File: src/rtl/core/mdle_pkg.sv
// ----------------------------------------------------------------------------
// mdle_pkg
// Shared types, constants and marker tables for the line extractor.
// ----------------------------------------------------------------------------
package mdle_pkg;

    localparam int BYTE_W      = 8;
    localparam int MAX_NEST    = 255;
    localparam int DEPTH_W     = $clog2(MAX_NEST + 1);
    localparam int WORD_MAX    = 10;
    localparam int WLEN_W      = $clog2(WORD_MAX + 1);
    localparam int N_MARK      = 4;
    localparam int QUEUE_DEPTH = 4;
    localparam int QPTR_W      = $clog2(QUEUE_DEPTH);
    localparam int QCNT_W      = $clog2(QUEUE_DEPTH + 1);

    localparam logic [BYTE_W-1:0] CH_LF = 8'h0A;

    // Marker sets: bits 0 and 2 begin, bits 1 and 3 end
    localparam logic [N_MARK-1:0] ALL_LIVE  = 4'hF;
    localparam logic [N_MARK-1:0] BEGIN_SET = 4'h5;
    localparam logic [N_MARK-1:0] END_SET   = 4'hA;

    localparam logic [BYTE_W-1:0] MARKER_TEXT [N_MARK][WORD_MAX] = '{
        '{"c", "#", "b", "e", "g", "i", "n", "d", "o", "c"},
        '{"c", "#", "e", "n", "d", "d", "o", "c", 8'h00, 8'h00},
        '{"!", "#", "b", "e", "g", "i", "n", "d", "o", "c"},
        '{"!", "#", "e", "n", "d", "d", "o", "c", 8'h00, 8'h00}
    };
    localparam logic [WLEN_W-1:0] MARKER_LEN [N_MARK] = '{
        WLEN_W'(10), WLEN_W'(8), WLEN_W'(10), WLEN_W'(8)
    };

    typedef enum logic [1:0] {
        ST_OK        = 2'd0,
        ST_UNMATCHED = 2'd1,
        ST_UNCLOSED  = 2'd2
    } t_status;

    // Line parser phase, one-hot
    typedef enum logic [2:0] {
        PH_WORD = 3'b001,
        PH_COPY = 3'b010,
        PH_SKIP = 3'b100
    } t_phase;

    // One queued command: emit wlen buffered bytes, then one final result
    typedef struct packed {
        logic [WORD_MAX-1:0][BYTE_W-1:0] word;
        logic [WLEN_W-1:0]               wlen;
        logic                            has_byte;
        logic [BYTE_W-1:0]               data;
        t_status                         status;
    } t_cmd;

    typedef struct packed {
        logic full;
        logic empty;
    } t_q_status;

    function automatic logic is_white(input logic [BYTE_W-1:0] b);
        return (b == 8'h20) || ((b >= 8'h09) && (b <= 8'h0D));
    endfunction

    function automatic logic [BYTE_W-1:0] fold(input logic [BYTE_W-1:0] b);
        return ((b >= "A") && (b <= "Z")) ? b + 8'd32 : b;
    endfunction

endpackage

File: src/rtl/core/mdle_queue.sv
// ----------------------------------------------------------------------------
// mdle_queue
// Small command queue between the front and back ends.
// ----------------------------------------------------------------------------
module mdle_queue
    import mdle_pkg::*;
(
    input  logic       i_clk,
    input  logic       i_rst_n,
    input  logic       i_push,
    input  t_cmd       i_cmd,
    input  logic       i_pop,
    output t_cmd       o_head,
    output t_q_status  o_stat
);

    t_cmd               r_mem [QUEUE_DEPTH];
    logic [QPTR_W-1:0]  r_wr, n_wr;
    logic [QPTR_W-1:0]  r_rd, n_rd;
    logic [QCNT_W-1:0]  r_cnt;
    logic               do_push;
    logic               do_pop;

    assign o_stat.full  = (r_cnt == QCNT_W'(QUEUE_DEPTH));
    assign o_stat.empty = (r_cnt == '0);
    assign do_push      = i_push && !o_stat.full;
    assign do_pop       = i_pop && !o_stat.empty;
    assign o_head       = r_mem[r_rd];

    // Pointer wrap
    assign n_wr = (r_wr == QPTR_W'(QUEUE_DEPTH - 1)) ? '0 : r_wr + 1'b1;
    assign n_rd = (r_rd == QPTR_W'(QUEUE_DEPTH - 1)) ? '0 : r_rd + 1'b1;

    always_ff @(posedge i_clk) begin
        if (!i_rst_n) begin
            r_wr  <= '0;
            r_rd  <= '0;
            r_cnt <= '0;
        end else begin
            if (do_push) begin
                r_wr <= n_wr;
            end
            if (do_pop) begin
                r_rd <= n_rd;
            end
            if (do_push && !do_pop) begin
                r_cnt <= r_cnt + 1'b1;
            end else if (do_pop && !do_push) begin
                r_cnt <= r_cnt - 1'b1;
            end
        end
    end

    // Entry storage
    always_ff @(posedge i_clk) begin
        if (do_push) begin
            r_mem[r_wr] <= i_cmd;
        end
    end

endmodule

File: config.mk
export PLATFORM = sky130hd
export DESIGN_NAME = mdle_queue
export DESIGN_NICKNAME = d
export VERILOG_FILES = /design/src/rtl/core/mdle_pkg.sv /design/src/rtl/core/mdle_queue.sv
export SDC_FILE = /design/constraint.sdc
export NUM_CORES = 1
export LEC_CHECK = 0
export BUFFER_PORTS_ARGS = -buffer_cell sky130_fd_sc_hd__buf_2
export CELL_PAD_IN_SITES_DETAIL_PLACEMENT = 0
export CELL_PAD_IN_SITES_GLOBAL_PLACEMENT = 1
export CORE_MARGIN = 4
export CORE_UTILIZATION = 50
export CTS_CLUSTER_DIAMETER = 40
export DETAILED_ROUTE_END_ITERATION = 10
export GPL_ROUTABILITY_DRIVEN = 1
export HOLD_SLACK_MARGIN = 0.1
export PLACE_DENSITY_LB_ADDON = 0.1
export SLEW_MARGIN = 10
export SYNTH_ARGS = -nofsm -noshare
export SYNTH_HDL_FRONTEND = slang
export SYNTH_SLANG_ARGS = --single-unit
export TNS_END_PERCENT = 5
File: constraint.sdc
create_clock -name i_clk -period 4.56 [get_ports i_clk]
set_clock_uncertainty 0.2 [all_clocks]
set_input_delay 0.228 -clock i_clk [delete_from_list [all_inputs] [get_ports i_clk]]
set_output_delay 0.228 -clock i_clk [all_outputs]
set_load 0.01 [all_outputs]
==> results.ini <==
[floorplanning]
die_y_um=177
dieArea_um2=31200
start_util_pct=50.9
core_um2=27900
die_w_um=177
pin_count=196
rows=61

[grt]
antenna_found_initial=1
grt_max_degree=69
grt_overflow_total=0
grtUsageTotal_pct=17.2
grt_pass1_vias=7451
grt_pass1_wl_um=41200

[synthesis]
synth.top_cell.area_share_pct=80.2
yosysMostFrequentCell=edfxtp_1
synth_top_area_cell=edfxtp_1
synthCells=548
synth-edff-count=380
seq_area_frac_synth_pct=81.5
async_flop_share_pct=0
syn_area_um2=14200
avgSynthCellArea_um2=26.0
synth_nets=654
ys_top_cells_by_area=edfxtp_1 80%, mux4_2 15%, dfxtp_1 1.3%
synth.distinct_cells=24
synth_common_cells=380 x edfxtp_1, 95 x mux4_2, 11 x buf_2, 9 x dfxtp_1
ys_ff_latch=389
synth-main-ff-cell=edfxtp_1
synth_warnings=0

[placed_design]
post-place-ws_ns=1.82
gp_congestion=0.698
place_hpwl_um=15500
dp.cells=1105
portBuffers=195

[critical_path]
start_kind=register
path_max_fanout=45
endpoint_kind=output pin
worstSetupPathType=register to output pin
arrival_ns=2.69
cp.required_ns=4.13

[clock_network]
cts.clk_slew.worst_paths_ns=0.06
numCtsBuffers=48
htree_levels=2
postCtsSetupBuffers=0
clockRootBuffer=clkbuf_16
worstSkewPairLatency_ns=0.52
cts_tree=built
clockBufferDepth=3
clock_sinks=389

[cells_and_area]
drive_gt1_share_pct=41.8
stdcell_count=1293
fillerInstances=1914
seq_area_um2=11600
area_growth_pct=28.3
final_nets=982
multiInputGateArea_um2=2420

[routing]
ant_nets=0
routed_wl_um=26600
vias=6712
wire_per_inst_um=20.6
first_pass_iters=4
viasPerCell=5.19
drc_errors=0
drt_iter0_drc=415

[job]
timing.max_cap.violations=0

[timing]
tightest_slew_ns=0.952
fin_crit_sh_pct=68.4
tns_ns=0
maxSlewHeadroom_pct=36.6
finalMaxSlewViolations=0
min_period_ns=3.12
rsz0062_at_grt=false
holdWs_ns=0.247
timing.fmax_mhz=321
finalSetupViolations=0
hold_violations=0
setup_slack_ns=1.44

[min_path]
hp-class=primary input to register

[power_and_ir_drop]
max-vdd-ir-drop_mv=0.360
power_leakage_uw=0.00624
power_density_nw_per_um2=569

[outcome]
status=completed

-- cells in the final DEF (no fill, tap or decap), drive strengths merged --
cell type / instances
a21boi: 1
and2: 5
buf: 203
bufinv: 7
clkbuf: 51
clkinv: 16
clkinvlp: 4
dfxtp: 9
diode: 1
dlygate4sd3: 99
edfxtp: 380
fa: 1
ha: 6
inv: 13
mux2i: 3
mux4: 95
nand2: 6
nand3: 2
nor2: 2
nor2b: 2
nor3: 1
nor3b: 1
o21ai: 3
o31ai: 1
or3: 1
xnor2: 1
xor2: 1
-- worst paths after layout --
path / from / end / slack (ns) / depth (start not counted)
max: register / o_head[6] / 1.44 / 3
min: i_cmd[0] / r_mem[0][0]$_DFFE_PP_ / 0.25 / 2
max reg2reg: r_cnt[0]$_SDFFE_PN0P_ / r_cnt[2]$_SDFFE_PN0P_ / 1.83 / 7
min reg2reg: r_rd[1]$_SDFFE_PN0P_ / register / 0.32 / 2
-- sequential cells by signal, summed over array words and instances (netlist names), named ones only --
signal,cells
r_rd,2
r_wr,2
r_mem,380
r_cnt,3
-- per-stage QoR --
step | utilization, % | total power, µW | instance area, µm²
floorplan | - | 5930 | 14200
global placement | 55.9 | 6580 | 15600
detailed placement | 55.9 | 6640 | 15600
CTS | 65.3 | 10600 | 18200
global route | 65.3 | 10900 | 18300
finish | 65.3 | 10400 | 18300
-- timing repair --
action | in CTS | in global routing
hold buffers | 99 | 0
hold endpoints to repair | 389 | 0
gates resized for setup | 0 | 0
-- layout make-up --
cell class | instances | area share [%]
Tap cell | 378 | 2.59
Antenna cell | 1 | 0.0137
Timing Repair Buffer | 302 | 11.4
Multi-Input combinational cell | 132 | 13.3
Clock buffer | 51 | 6.76
Sequential cell | 389 | 63.5
Inverter | 3 | 0.0617
Clock inverter | 37 | 2.29
-- metal layers --
| metal | GRT usage (%) | up-vias | part of all wire (%) |
|---|---|---|---|
| met5 | 0 | - | 0 |
| met4 | 4.09 | 0 | 1.5 |
| met3 | 4.44 | 44 | 6.7 |
| met2 | 29.2 | 203 | 51 |
| met1 | 22.8 | 3441 | 41 |
| li1 | - | 3024 | - |
-- power breakdown --
part | switching, µW | internal (µW) | total, µW
sequential | 213 | 4360 | 4570
clock | 1430 | 2390 | 3820
combinational | 985 | 1010 | 2000
total | 2630 | 7750 | 10400
-- critical path, stage by stage, from the launching register on --
cell and delay (ns):
dfxtp_4 0.98, buf_4 0.45, mux4_2 0.55, buf_2 0.17
-- logic make-up after synthesis --
group	synth area share, %
compound gates	0.211
fa+ha+maj	0.668
simple gates	0.721
buf+inv	1.55
xor+xnor	0.123
flops	81.5
mux	15.3
No activity file was read; power rests on OpenSTA's default activity.
